--- config.mk ---
export PLATFORM = sky130hd
export DESIGN_NAME = noise_palette_led_frame_core_flat
export DESIGN_NICKNAME = d
export VERILOG_FILES = /design/src/rtl/nplf_pkg.sv /design/src/rtl/nplf_if.sv /design/src/rtl/noise_palette_led_frame_core.sv /design/src/flat_wrapper.sv
export SDC_FILE = /design/constraint.sdc
export NUM_CORES = 2
export LEC_CHECK = 0
export ABC_AREA = 1
export BUFFER_PORTS_ARGS = -buffer_cell sky130_fd_sc_hd__buf_4
export CORE_AREA = 5 5 276 547
export CTS_CLUSTER_SIZE = 20
export DETAILED_ROUTE_END_ITERATION = 16
export DIE_AREA = 0 0 281 552
export PLACE_DENSITY = 0.53
export RECOVER_POWER = 50
export SETUP_SLACK_MARGIN = 0.2
export SYNTH_ARGS = -nofsm -noshare
export SYNTH_HDL_FRONTEND = slang
export SYNTH_SLANG_ARGS = --single-unit
--- constraint.sdc ---
create_clock -name clk_i -period 14.1 [get_ports clk_i]
set_input_delay 2.115 -clock clk_i [delete_from_list [all_inputs] [get_ports clk_i]]
set_output_delay 2.115 -clock clk_i [all_outputs]
set_load 0.05 [all_outputs]
--- src/rtl/nplf_pkg.sv ---
// shared types and constants for the noise palette frame core
`timescale 1ns / 1ps
package nplf_pkg;

  localparam logic [31:0] HashMulT  = 32'd131;
  localparam logic [31:0] HashMulA  = 32'd15731;
  localparam logic [31:0] HashAddB  = 32'd789221;
  localparam logic [31:0] HashAddC  = 32'd1376312589;
  localparam logic [15:0] PixStep   = 16'd50;

  typedef enum logic [3:0] {
    ST_IDLE,
    ST_H_SQ,
    ST_H_POLY,
    ST_H_MUL,
    ST_H_WR,
    ST_S_RD,
    ST_S_WR,
    ST_C_RDA,
    ST_C_RDB,
    ST_C_MIX,
    ST_C_R,
    ST_C_G,
    ST_C_B,
    ST_C_OUT
  } state_e;

  // one channel of a palette entry
  function automatic logic [7:0] pal_chan(input logic [3:0] idx, input logic [1:0] ch);
    logic [23:0] c;
    case (idx)
      4'd0:  c = 24'h5500AB;
      4'd1:  c = 24'h84007C;
      4'd2:  c = 24'hB5004B;
      4'd3:  c = 24'hE5001A;
      4'd4:  c = 24'hE81700;
      4'd5:  c = 24'hB84700;
      4'd6:  c = 24'hAB7700;
      4'd7:  c = 24'hABAB00;
      4'd8:  c = 24'hAB5500;
      4'd9:  c = 24'hDD2200;
      4'd10: c = 24'hF2000E;
      4'd11: c = 24'hC2003D;
      4'd12: c = 24'h8F0070;
      4'd13: c = 24'h5F00A0;
      4'd14: c = 24'h2F00D0;
      default: c = 24'h0007F6;
    endcase
    case (ch)
      2'd0:    pal_chan = c[23:16];
      2'd1:    pal_chan = c[15:8];
      default: pal_chan = c[7:0];
    endcase
  endfunction

endpackage

--- src/rtl/nplf_if.sv ---
// valid/ready channel interfaces for requests, pixels and configuration
`timescale 1ns / 1ps
interface nplf_req_if;
  logic        valid;
  logic        ready;
  logic [31:0] time_ms;
  modport source (output valid, output time_ms, input ready);
  modport sink   (input valid, input time_ms, output ready);
endinterface

interface nplf_pix_if;
  logic       valid;
  logic       ready;
  logic [5:0] pixel_index;
  logic [7:0] red;
  logic [7:0] green;
  logic [7:0] blue;
  logic       last_pixel;
  modport source (output valid, output pixel_index, output red, output green,
                  output blue, output last_pixel, input ready);
  modport sink   (input valid, input pixel_index, input red, input green,
                  input blue, input last_pixel, output ready);
endinterface

interface nplf_cfg_if;
  logic       valid;
  logic       ready;
  logic [6:0] data;
  modport source (output valid, output data, input ready);
  modport sink   (input valid, input data, output ready);
endinterface

--- src/rtl/noise_palette_led_frame_core.sv ---
// frame core: hash noise row, two smoothing passes, palette colour output
`timescale 1ns / 1ps
// Usage: a request transfer on req carries time_ms; the core then emits one
// pixel transfer per active pixel on pix, pixel_index ascending, last_pixel
// set on the final one. Active length is the strip_length register (cfg
// channel, reset 64) clipped to MAX_PIXELS; a length of zero emits nothing.
// req is ready only while the core is idle, one frame at a time.
// One shared 32x32 multiplier serves hashing (three products a pixel) and
// brightness scaling (three products a pixel); the noise row lives in a
// single-port memory with registered read; a frame runs hashing, then two
// smoothing passes (none for N=1), then colour output, pixel by pixel for
// N active pixels, with output stalls holding the colour phase.
// A stalled receiver holds the pixel register; the sequencer waits on it.
// Reset returns the sequencer to idle; the row needs no clearing.
module noise_palette_led_frame_core #(
  parameter int MAX_PIXELS = 64
) (
  input  logic clk_i,
  input  logic rst_ni,
  nplf_req_if.sink   req,
  nplf_pix_if.source pix,
  nplf_cfg_if.sink   cfg
);
  import nplf_pkg::*;

  localparam int AW = $clog2(MAX_PIXELS);
  localparam int LW = AW + 1;

  state_e      state_q, state_d;
  logic [6:0]  len_reg_q;
  logic [LW-1:0] len_q, len_d;
  logic [AW-1:0] idx_q, idx_d;
  logic        pass_q, pass_d;
  logic [31:0] n_q, n_d, acc_q, acc_d, t_q, t_d;
  logic [7:0]  prev_q, prev_d, val_q, val_d, bri_q, bri_d;
  logic [7:0]  r_q, r_d, g_q, g_d, b_q, b_d;
  logic        ov_q, ov_d;
  logic [5:0]  oi_q;
  logic [7:0]  or_q, og_q, ob_q;
  logic        ol_q, load_out;

  // noise row memory
  logic [7:0]    row_mem [MAX_PIXELS];
  logic [7:0]    rd_q;
  logic [AW-1:0] addr;
  logic          we;
  logic [7:0]    wd;
  always_ff @(posedge clk_i) begin
    if (we) row_mem[addr] <= wd;
    rd_q <= row_mem[addr];
  end

  // shared multiplier
  logic [31:0] ma, mb, mp;
  assign mp = ma * mb;

  logic [LW-1:0] len_clip;
  assign len_clip = (int'(len_reg_q) > MAX_PIXELS) ? LW'(MAX_PIXELS)
                                                   : LW'(len_reg_q);
  logic [AW-1:0] last_idx;
  assign last_idx = AW'(len_q - 1'b1);
  logic [3:0]  hi, hn, fr;
  assign hi = val_q[7:4];
  assign hn = hi + 4'd1;
  assign fr = val_q[3:0];
  logic [31:0] hx;
  assign hx = 32'(16'(idx_q) * PixStep) + t_q;
  // brightness divide by 255: v*255+... exact via (p + 1 + (p>>8)) >> 8
  logic [15:0] p16;
  logic [7:0]  q255;
  assign p16  = mp[15:0];
  assign q255 = 8'((17'(p16) + 17'd1 + 17'(p16[15:8])) >> 8);
  function automatic logic [7:0] mix(input logic [7:0] a, input logic [7:0] b,
                                     input logic [3:0] f);
    logic [12:0] s;
    s = 13'(a) * (13'd16 - 13'(f)) + 13'(b) * 13'(f);
    mix = s[11:4];
  endfunction

  assign req.ready = (state_q == ST_IDLE);
  assign cfg.ready = 1'b1;
  assign pix.valid = ov_q;
  assign pix.pixel_index = oi_q;
  assign pix.red = or_q;
  assign pix.green = og_q;
  assign pix.blue = ob_q;
  assign pix.last_pixel = ol_q;

  // sequencer
  always_comb begin
    state_d = state_q; len_d = len_q; idx_d = idx_q; pass_d = pass_q;
    n_d = n_q; acc_d = acc_q; t_d = t_q; prev_d = prev_q; val_d = val_q;
    bri_d = bri_q; r_d = r_q; g_d = g_q; b_d = b_q;
    ov_d = ov_q && !pix.ready; load_out = 1'b0;
    ma = n_q; mb = n_q; addr = idx_q; we = 1'b0; wd = 8'd0;
    case (state_q)
      ST_IDLE: begin
        if (req.valid && len_clip != '0) begin
          len_d = len_clip; idx_d = '0; pass_d = 1'b0;
          t_d = 32'(req.time_ms[31:5]) * HashMulT;
          state_d = ST_H_SQ;
        end
      end
      ST_H_SQ: begin
        n_d = (hx[18:0] << 13) ^ hx;
        state_d = ST_H_POLY;
      end
      ST_H_POLY: begin
        acc_d = mp; state_d = ST_H_MUL;
      end
      ST_H_MUL: begin
        ma = acc_q; mb = HashMulA;
        acc_d = mp + HashAddB; state_d = ST_H_WR;
      end
      ST_H_WR: begin
        ma = n_q; mb = acc_q;
        we = 1'b1; wd = 8'((mp + HashAddC) >> 24);
        if (idx_q == last_idx) begin
          idx_d = '0;
          state_d = (len_q == LW'(1)) ? ST_C_RDA : ST_S_RD;
        end else begin
          idx_d = idx_q + 1'b1; state_d = ST_H_SQ;
        end
      end
      ST_S_RD: state_d = ST_S_WR;
      ST_S_WR: begin
        if (idx_q != '0) begin
          addr = idx_q - 1'b1; we = 1'b1;
          wd = 8'((9'(prev_q) + 9'(rd_q)) >> 1);
        end
        prev_d = rd_q;
        if (idx_q == last_idx) begin
          idx_d = '0; pass_d = 1'b1;
          state_d = pass_q ? ST_C_RDA : ST_S_RD;
        end else begin
          idx_d = idx_q + 1'b1; state_d = ST_S_RD;
        end
      end
      ST_C_RDA: begin
        state_d = ST_C_RDB;
      end
      ST_C_RDB: begin
        addr = last_idx - idx_q; val_d = rd_q; state_d = ST_C_MIX;
      end
      ST_C_MIX: begin
        bri_d = rd_q;
        r_d = mix(pal_chan(hi, 2'd0), pal_chan(hn, 2'd0), fr);
        g_d = mix(pal_chan(hi, 2'd1), pal_chan(hn, 2'd1), fr);
        b_d = mix(pal_chan(hi, 2'd2), pal_chan(hn, 2'd2), fr);
        state_d = ST_C_R;
      end
      ST_C_R: begin
        ma = 32'(r_q); mb = 32'(bri_q); r_d = q255; state_d = ST_C_G;
      end
      ST_C_G: begin
        ma = 32'(g_q); mb = 32'(bri_q); g_d = q255; state_d = ST_C_B;
      end
      ST_C_B: begin
        ma = 32'(b_q); mb = 32'(bri_q); b_d = q255; state_d = ST_C_OUT;
      end
      ST_C_OUT: begin
        if (!ov_q || pix.ready) begin
          ov_d = 1'b1; load_out = 1'b1;
          if (idx_q == last_idx) begin
            idx_d = '0; state_d = ST_IDLE;
          end else begin
            idx_d = idx_q + 1'b1; state_d = ST_C_RDA;
          end
        end
      end
      default: state_d = ST_IDLE;
    endcase
  end

  // control registers
  always_ff @(posedge clk_i or negedge rst_ni) begin
    if (!rst_ni) begin
      state_q <= ST_IDLE; len_reg_q <= 7'd64; ov_q <= 1'b0;
      len_q <= '0; idx_q <= '0; pass_q <= 1'b0;
    end else begin
      state_q <= state_d; ov_q <= ov_d;
      len_q <= len_d; idx_q <= idx_d; pass_q <= pass_d;
      if (cfg.valid) len_reg_q <= cfg.data;
    end
  end

  // datapath registers
  always_ff @(posedge clk_i) begin
    n_q <= n_d; acc_q <= acc_d; t_q <= t_d; prev_q <= prev_d; val_q <= val_d;
    bri_q <= bri_d; r_q <= r_d; g_q <= g_d; b_q <= b_d;
    if (load_out) begin
      oi_q <= 6'(idx_q); or_q <= r_q; og_q <= g_q; ob_q <= b_q;
      ol_q <= (idx_q == last_idx);
    end
  end

  // checks
  a_ready_idle: assert property (@(posedge clk_i) disable iff (!rst_ni)
    req.ready |-> (state_q == ST_IDLE)) else $error("ready outside idle");
  a_hold: assert property (@(posedge clk_i) disable iff (!rst_ni)
    (pix.valid && !pix.ready) |=> (pix.valid && $stable(pix.pixel_index)))
    else $error("pixel dropped under stall");
  a_idx_range: assert property (@(posedge clk_i) disable iff (!rst_ni)
    (state_q != ST_IDLE) |-> (LW'(idx_q) < len_q)) else $error("index overrun");
endmodule

--- src/flat_wrapper.sv ---
// flat-port wrapper written by rule: the top's interface ports become plain ports
module noise_palette_led_frame_core_flat import nplf_pkg::*;
#(
  parameter int MAX_PIXELS = 64
)
  (clk_i, rst_ni, req_valid, req_time_ms, req_ready, pix_valid, pix_pixel_index, pix_red, pix_green, pix_blue, pix_last_pixel, pix_ready, cfg_valid, cfg_data, cfg_ready);
  nplf_req_if req_i ();
  nplf_pix_if pix_i ();
  nplf_cfg_if cfg_i ();
  input  logic clk_i;
  input  logic rst_ni;
  input wire logic [$bits(req_i.valid)-1:0] req_valid;
  input wire logic [$bits(req_i.time_ms)-1:0] req_time_ms;
  output wire logic [$bits(req_i.ready)-1:0] req_ready;
  output wire logic [$bits(pix_i.valid)-1:0] pix_valid;
  output wire logic [$bits(pix_i.pixel_index)-1:0] pix_pixel_index;
  output wire logic [$bits(pix_i.red)-1:0] pix_red;
  output wire logic [$bits(pix_i.green)-1:0] pix_green;
  output wire logic [$bits(pix_i.blue)-1:0] pix_blue;
  output wire logic [$bits(pix_i.last_pixel)-1:0] pix_last_pixel;
  input wire logic [$bits(pix_i.ready)-1:0] pix_ready;
  input wire logic [$bits(cfg_i.valid)-1:0] cfg_valid;
  input wire logic [$bits(cfg_i.data)-1:0] cfg_data;
  output wire logic [$bits(cfg_i.ready)-1:0] cfg_ready;
  assign req_i.valid = req_valid;
  assign req_i.time_ms = req_time_ms;
  assign req_ready = req_i.ready;
  assign pix_valid = pix_i.valid;
  assign pix_pixel_index = pix_i.pixel_index;
  assign pix_red = pix_i.red;
  assign pix_green = pix_i.green;
  assign pix_blue = pix_i.blue;
  assign pix_last_pixel = pix_i.last_pixel;
  assign pix_i.ready = pix_ready;
  assign cfg_i.valid = cfg_valid;
  assign cfg_i.data = cfg_data;
  assign cfg_ready = cfg_i.ready;
  noise_palette_led_frame_core #(.MAX_PIXELS(MAX_PIXELS)) u_core (.clk_i(clk_i), .rst_ni(rst_ni), .req(req_i), .pix(pix_i), .cfg(cfg_i));
endmodule
* After elaboration in Yosys (flattened, before gate mapping)
Memories as Yosys holds them, arrays and structs flattened. A register that Yosys moved wholly into a read port is not among the register bits. Index checks and enable logic that the tools add are counted.
Cells by class: add/sub/neg operators 15, multipliers 9, div/mod/pow operators 0, magnitude comparators 1, eq/ne operators 18, shift operators 0, multiplexer cells 43, bitwise operators 1, reductions and logical operators 20
Operators by type and width (count):
- 32-bit one-hot mux with 4 select lines | 1
- 32-bit one-hot mux with 3 select lines | 1
- 32-bit one-hot mux with 2 select lines | 1
- 8-bit one-hot mux with 2 select lines | 4
- 8-bit two-way mux | 7
- 4-bit one-hot mux with 14 select lines | 1
- 8-bit by 13-bit multiplier with 12-bit output | 3
- 12-bit adder | 3
- 8-bit by 4-bit multiplier with 12-bit output | 3
- 12-bit by 32-bit adder with 32-bit output | 1
- 32-bit by 20-bit adder with 32-bit output, second input constant | 1
- 32-bit by 31-bit adder with 32-bit output, second input constant | 1
- 27-bit by 8-bit multiplier with 32-bit output, second input constant | 1
- 32-bit by 32-bit multiplier with 32-bit output | 1
- 32-bit bitwise XOR | 1
- 4-bit two-way mux | 7
- 4-bit equality test, second input constant | 6
- 6-bit two-way mux | 4
- 6-bit one-hot mux with 3 select lines | 1
- 16-bit by 1-bit adder with 16-bit output, second input constant | 1
- 16-bit by 8-bit adder with 16-bit output | 1
- 4-bit by 3-bit equality test with 1-bit output, second input constant | 4
- 6-bit one-hot mux with 2 select lines | 1
- 6-bit by 1-bit subtractor with 6-bit output, second input constant | 2
- other kinds (29) | 50
Word-level totals: flip-flop bits (word level) 201, latch bits 0, memory bits (writable) 512, ROM bits 2304, bits of input ports 44, output and inout bits 34, memories kept 7
Memories:
- u_core.row_mem | words 64, bits a word 8, read ports 1, clocked after memory_dff 1, wr ports 1, line noise_palette_led_frame_core.sv:43 | logic [7:0] row_mem [MAX_PIXELS];
- (no name shown) | words 16, bits a word 24, read ports 1, clocked after memory_dff 1, wr ports 0, line nplf_pkg.sv:31 | case (idx)
- (no name shown) | words 16, bits a word 24, read ports 1, clocked after memory_dff 0, wr ports 0, line nplf_pkg.sv:31
- (no name shown) | words 16, bits a word 24, read ports 1, clocked after memory_dff 1, wr ports 0, line nplf_pkg.sv:31
- (no name shown) | words 16, bits a word 24, read ports 1, clocked after memory_dff 0, wr ports 0, line nplf_pkg.sv:31
- (no name shown) | words 16, bits a word 24, read ports 1, clocked after memory_dff 1, wr ports 0, line nplf_pkg.sv:31
- +1 memories

* Depth between registers and ports, before layout
word-level depth 7, depth in mapped cells 50

* Worst setup path before layout
Ideal clock, no wire load.
path type register to register, start reg u_core.state_q[1], end mem u_core.row_mem[0][1] (data pin), library setup time 0.702 ns, data arrival time 10.584 ns, slack 2.815 ns, stages on the path, launching flop included 42, buffers on the path 2, path through dfrtp_1 > nor2_2 > nand2_2 > nand3_2 > buf_4 > nor2_1 > nand2_1 > nand3_1 > inv_1 > clkbuf_1 > nor2_1 > fa_1 > inv_1 > fa_1 > fa_1 > fa_1 > inv_1 > fa_1 > [... 6 more ...] > nand2_1 > nor2_1 > inv_1 > nor3_1 > nand2_1 > nand2_1 > nand2_1 > nand2_1 > nand2_1 > nand3_1 > nand2_1 > nor2_1 > nand2_1 > nor2_1 > nand3_1 > o211ai_1 > nor2_1 > o21ai_0
Between the ends: longest elaborated chain between the ends 6
RTL lines:
- from (decl) | line noise_palette_led_frame_core.sv:29 | state_e state_q, state_d;
- from (signal assigned) | line noise_palette_led_frame_core.sv:181 | state_q <= state_d; ov_q <= ov_d;
- 4-bit equality test | line noise_palette_led_frame_core.sv:96 | case (state_q)
- 3-bit OR reduction (no line)
- 32-bit one-hot mux with 3 select lines | line noise_palette_led_frame_core.sv:96
- 32-bit by 32-bit multiplier with 32-bit output | line noise_palette_led_frame_core.sv:55 | assign mp = ma * mb;
- 32-bit by 31-bit adder with 32-bit output | line noise_palette_led_frame_core.sv:117 | we = 1'b1; wd = 8'((mp + HashAddC) >> 24);
- 8-bit one-hot mux with 2 select lines (*) | line noise_palette_led_frame_core.sv:96
- via u_core.wd[1] | line noise_palette_led_frame_core.sv:47 | logic [7:0] wd;
- to (decl) | line noise_palette_led_frame_core.sv:43
Mark *: on every way through the listed nets, which the timed path passes. The rest lies on a longest branch.

* Final worst setup path
start reg u_core.state_q[3], end mem u_core.row_mem[16][3] (data pin)
The elaborated chain is that of the path after synthesis.

==> impl_metrics.json <==
{
  "synth_top_cells_by_area": "edfxtp_1 (36%), fa_1 (20%), nand2_1 (9.0%), ha_1 (8.2%), inv_1 (7.2%)",
  "routedWlPerCell_um": 23.75,
  "worst_ep_arrival_time_ns": 12.33,
  "area_growth_pct": 9.432,
  "cts_num_sinks": 744,
  "grt_pass1_vias": 45450,
  "violations": "capacitance limit, slew limit",
  "final_min_period_over_clock_period_pct": 84.42,
  "synth-async-reset-ratio_pct": 3.495,
  "final_weighted_congestion_in_routability_driven_placement": 0.9805,
  "netlist.area_leader.share_pct": 35.62,
  "post_drt_via_cell_ratio": 5.198,
  "cts-root-buf": "clkbuf_16",
  "r2r_setup_slack_ns": 2.20,
  "cts_max_level": 3,
  "seqCellArea_sq_mm": 0.02190,
  "die_h_um": 552,
  "cp-start-kind": "flip-flop",
  "buffer_ports.inserted": 71,
  "synthesis.nets": 7162,
  "ys_warn_count": 0,
  "multi_input_comb_area_sq_mm": 0.03115,
  "post_cts.resized_instances": 0,
  "critPathMaxStageDelay_ns": 0.68,
  "timing.critical_path.required_ns": 14.53,
  "first_pass_grt_wire_length_um": 286100,
  "grt_max_degree": 65,
  "worst_slew_margin_rel_pct": -112.0,
  "numCtsBuffers": 73,
  "dominantRegCellSynth": "edfxtp_1",
  "detailedRoute.firstIterationViolations": 2473,
  "timing.setup.critical_path_class": "flip-flop to flip-flop",
  "critical_path_peak_fanout": 35,
  "rsz0062_at_grt": "no",
  "synth.most_common_cell": "nand2_1",
  "cp_slowest_cell": "nor2_4",
  "track_usage_pct": 25.05,
  "fin_crit_ns": 11.90,
  "io-pin-count": 78,
  "register_clock_pin_slew_on_the_reported_worst_setup_and_hold_paths_ns": 0.06,
  "layout-drive-gt1-share_pct": 4.860,
  "min-delay-path-class": "flip-flop to flip-flop",
  "slew_viol_final": 264,
  "synthTopCellsByCount": "nand2_1 (1,396), inv_1 (1,114), edfxtp_1 (687)",
  "synth.cell_area_sq_mm": 0.05791,
  "core_region_area_sq_mm": 0.1467,
  "timing.max_cap.violations": 9,
  "drc": 0,
  "routed_wl_um": 195500,
  "holdBufCountCts": 0,
  "start_util_pct": 39.49,
  "cts_setup_buffers": 0,
  "finalClockSkew_ns": 0.04378,
  "setup_viol": 0,
  "synth_seq_cells": 744,
  "timing.fmax_ghz": 0.08401,
  "number_of_enable_flip_flop_cells_after_synthesis": 687,
  "die_w_um": 281,
  "post_synth_num_cell_types": 60,
  "cts_buffer_depth": 3,
  "totalNegativeSetupSlack_ns": 0,
  "critical_path.endpoint_type": "flip-flop",
  "critical_path.most_common_cell": "nand2_1",
  "dieArea_sq_mm": 0.1551,
  "clock_tree_from_tritoncts": "built",
  "synth_area_leader_cell": "edfxtp_1",
  "clock_insertion_delay_worst_skew_ns": 0.68,
  "row_count": 199,
  "fin_nets": 7252,
  "grt_antenna_before_repair": 9,
  "filler_cell_count": 14440,
  "firstDrtPassIters": 6,
  "worst-slew-pin-transition_ns": 3.169,
  "mapped_avg_cell_area_sq_um": 9.393,
  "hpwlAfterDp_um": 155600,
  "yosysSeqAreaShare_pct": 37.82,
  "drtAntennaViolNets": 0,
  "final_hold_violations": 0,
  "remaining_global_route_overflow": 0,
  "netlist_instances": 6166,
  "run_status": "finished, violations left",
  "via_count": 42780
}
cells by family (layout without fill, tap and decap cells):
family / after synthesis / after routing / synth area share [%]
other cells: 1 / 6 / 0.006475
compound gates: 536 / 536 / 5.844
fa+ha+maj: 952 / 952 / 27.97
flops: 744 / 744 / 37.82
mux: 1 / 1 / 0.01944
xor+xnor: 176 / 176 / 2.675
simple gates: 2451 / 2451 / 17.11
buf+inv: 1305 / 1456 / 8.562
path summary, 6_finish.rpt:
check,start,to,depth (start not counted)
setup / recovery,u_core.state_q[3]$_DFFE_PN0P_,u_core.row_mem[16][3]$_DFFE_PP_,45
hold / removal,u_core.len_q[6]$_DFFE_PN0P_,u_core.len_q[6]$_DFFE_PN0P_,1
setup reg to reg,u_core.state_q[3]$_DFFE_PN0P_,u_core.row_mem[16][3]$_DFFE_PP_,45
hold reg to reg,u_core.len_q[6]$_DFFE_PN0P_,u_core.len_q[6]$_DFFE_PN0P_,1
max in group asynchronous,rst_ni,u_core.pass_q$_DFFE_PN0P_,1
min in group asynchronous,rst_ni,u_core.len_reg_q[2]$_DFFE_PN0P_,1
layout make-up:
| class | instances | area share, % |
|---|---|---|
| timing repair buffer | 167 | 1.704 |
| clock buffer | 83 | 2.975 |
| antenna | 5 | 0.01974 |
| inverter | 1153 | 6.835 |
| sequential | 744 | 34.56 |
| tap | 1909 | 3.769 |
| clock inverter | 53 | 0.9812 |
| multi-input combinational | 4117 | 49.16 |
stage by stage:
stage	utilization, %	area, sq um	hold WS, ns	setup WS (ns)	cells
global route	43.21	63370	0.5059	1.619	8227
detailed placement	41.67	61110	0.4870	2.314	8090
global placement	41.67	61110	0.4770	2.331	8090
finish	43.22	63380	0.4930	2.197	8231
floorplan	-	57910	0.4264	2.815	6166
CTS	43.38	63620	0.4999	2.239	8226
state kept, by name (all words and copies together), names as in the netlist, 6 cells and up, named ones only:
| register | flops |
|---|---|
| u_core.len_reg_q | 7 |
| u_core.len_q | 7 |
| u_core.b_q | 8 |
| u_core.idx_q | 6 |
| u_core.acc_q | 32 |
| u_core.rd_q | 8 |
| u_core.pix.pixel_index | 6 |
| u_core.t_q | 32 |
| u_core.row_mem | 512 |
| u_core.pix.green | 8 |
| u_core.prev_q | 8 |
| u_core.bri_q | 8 |
| u_core.n_q | 32 |
| u_core.val_q | 8 |
| u_core.pix.red | 8 |
| u_core.r_q | 8 |
| u_core.g_q | 8 |
| u_core.pix.blue | 8 |
cells in the final DEF, fill, tap and decap left out, types with 19 or more instances in the layout:
master	synthesis	routed
nand2_1	1396	1396
inv_1	1114	1121
edfxtp_1	687	687
nor2_1	671	671
fa_1	571	571
ha_1	381	381
nand3_1	196	198
o21ai_0	154	151
a21oi_1	131	131
xor2_1	121	121
buf_4	3	111
nand4_1	84	84
clkbuf_16	0	74
clkbuf_1	98	62
a221oi_1	60	60
xnor2_1	54	54
nor3_1	46	46
a22o_1	45	45
dfxtp_1	31	31
dfrtp_1	25	25
clkinv_1	9	23
inv_2	30	20
o21ai_1	25	19
critical path: cells and delay by family, from the launching register on:
family	cells	cell delay, ns
adders and majority gates	9	4.34
and+or+nand+nor	22	3.98
buffers and inverters	11	2.12
AOI/OAI and AO/OA	3	0.69
DFF	1	0.45
per-layer routing:
metal	up-vias	wire (um)	global-route usage (%)
met2	1195	108700	48.98
li1	19840	-	-
met4	8	18820	18.41
met5	-	52	0
met1	21220	60020	22.97
met3	524	7863	3.268
Power is left out: the tool's default activity adds up to more than one toggle a clock period on the data nets, which glitch-free logic cannot reach.
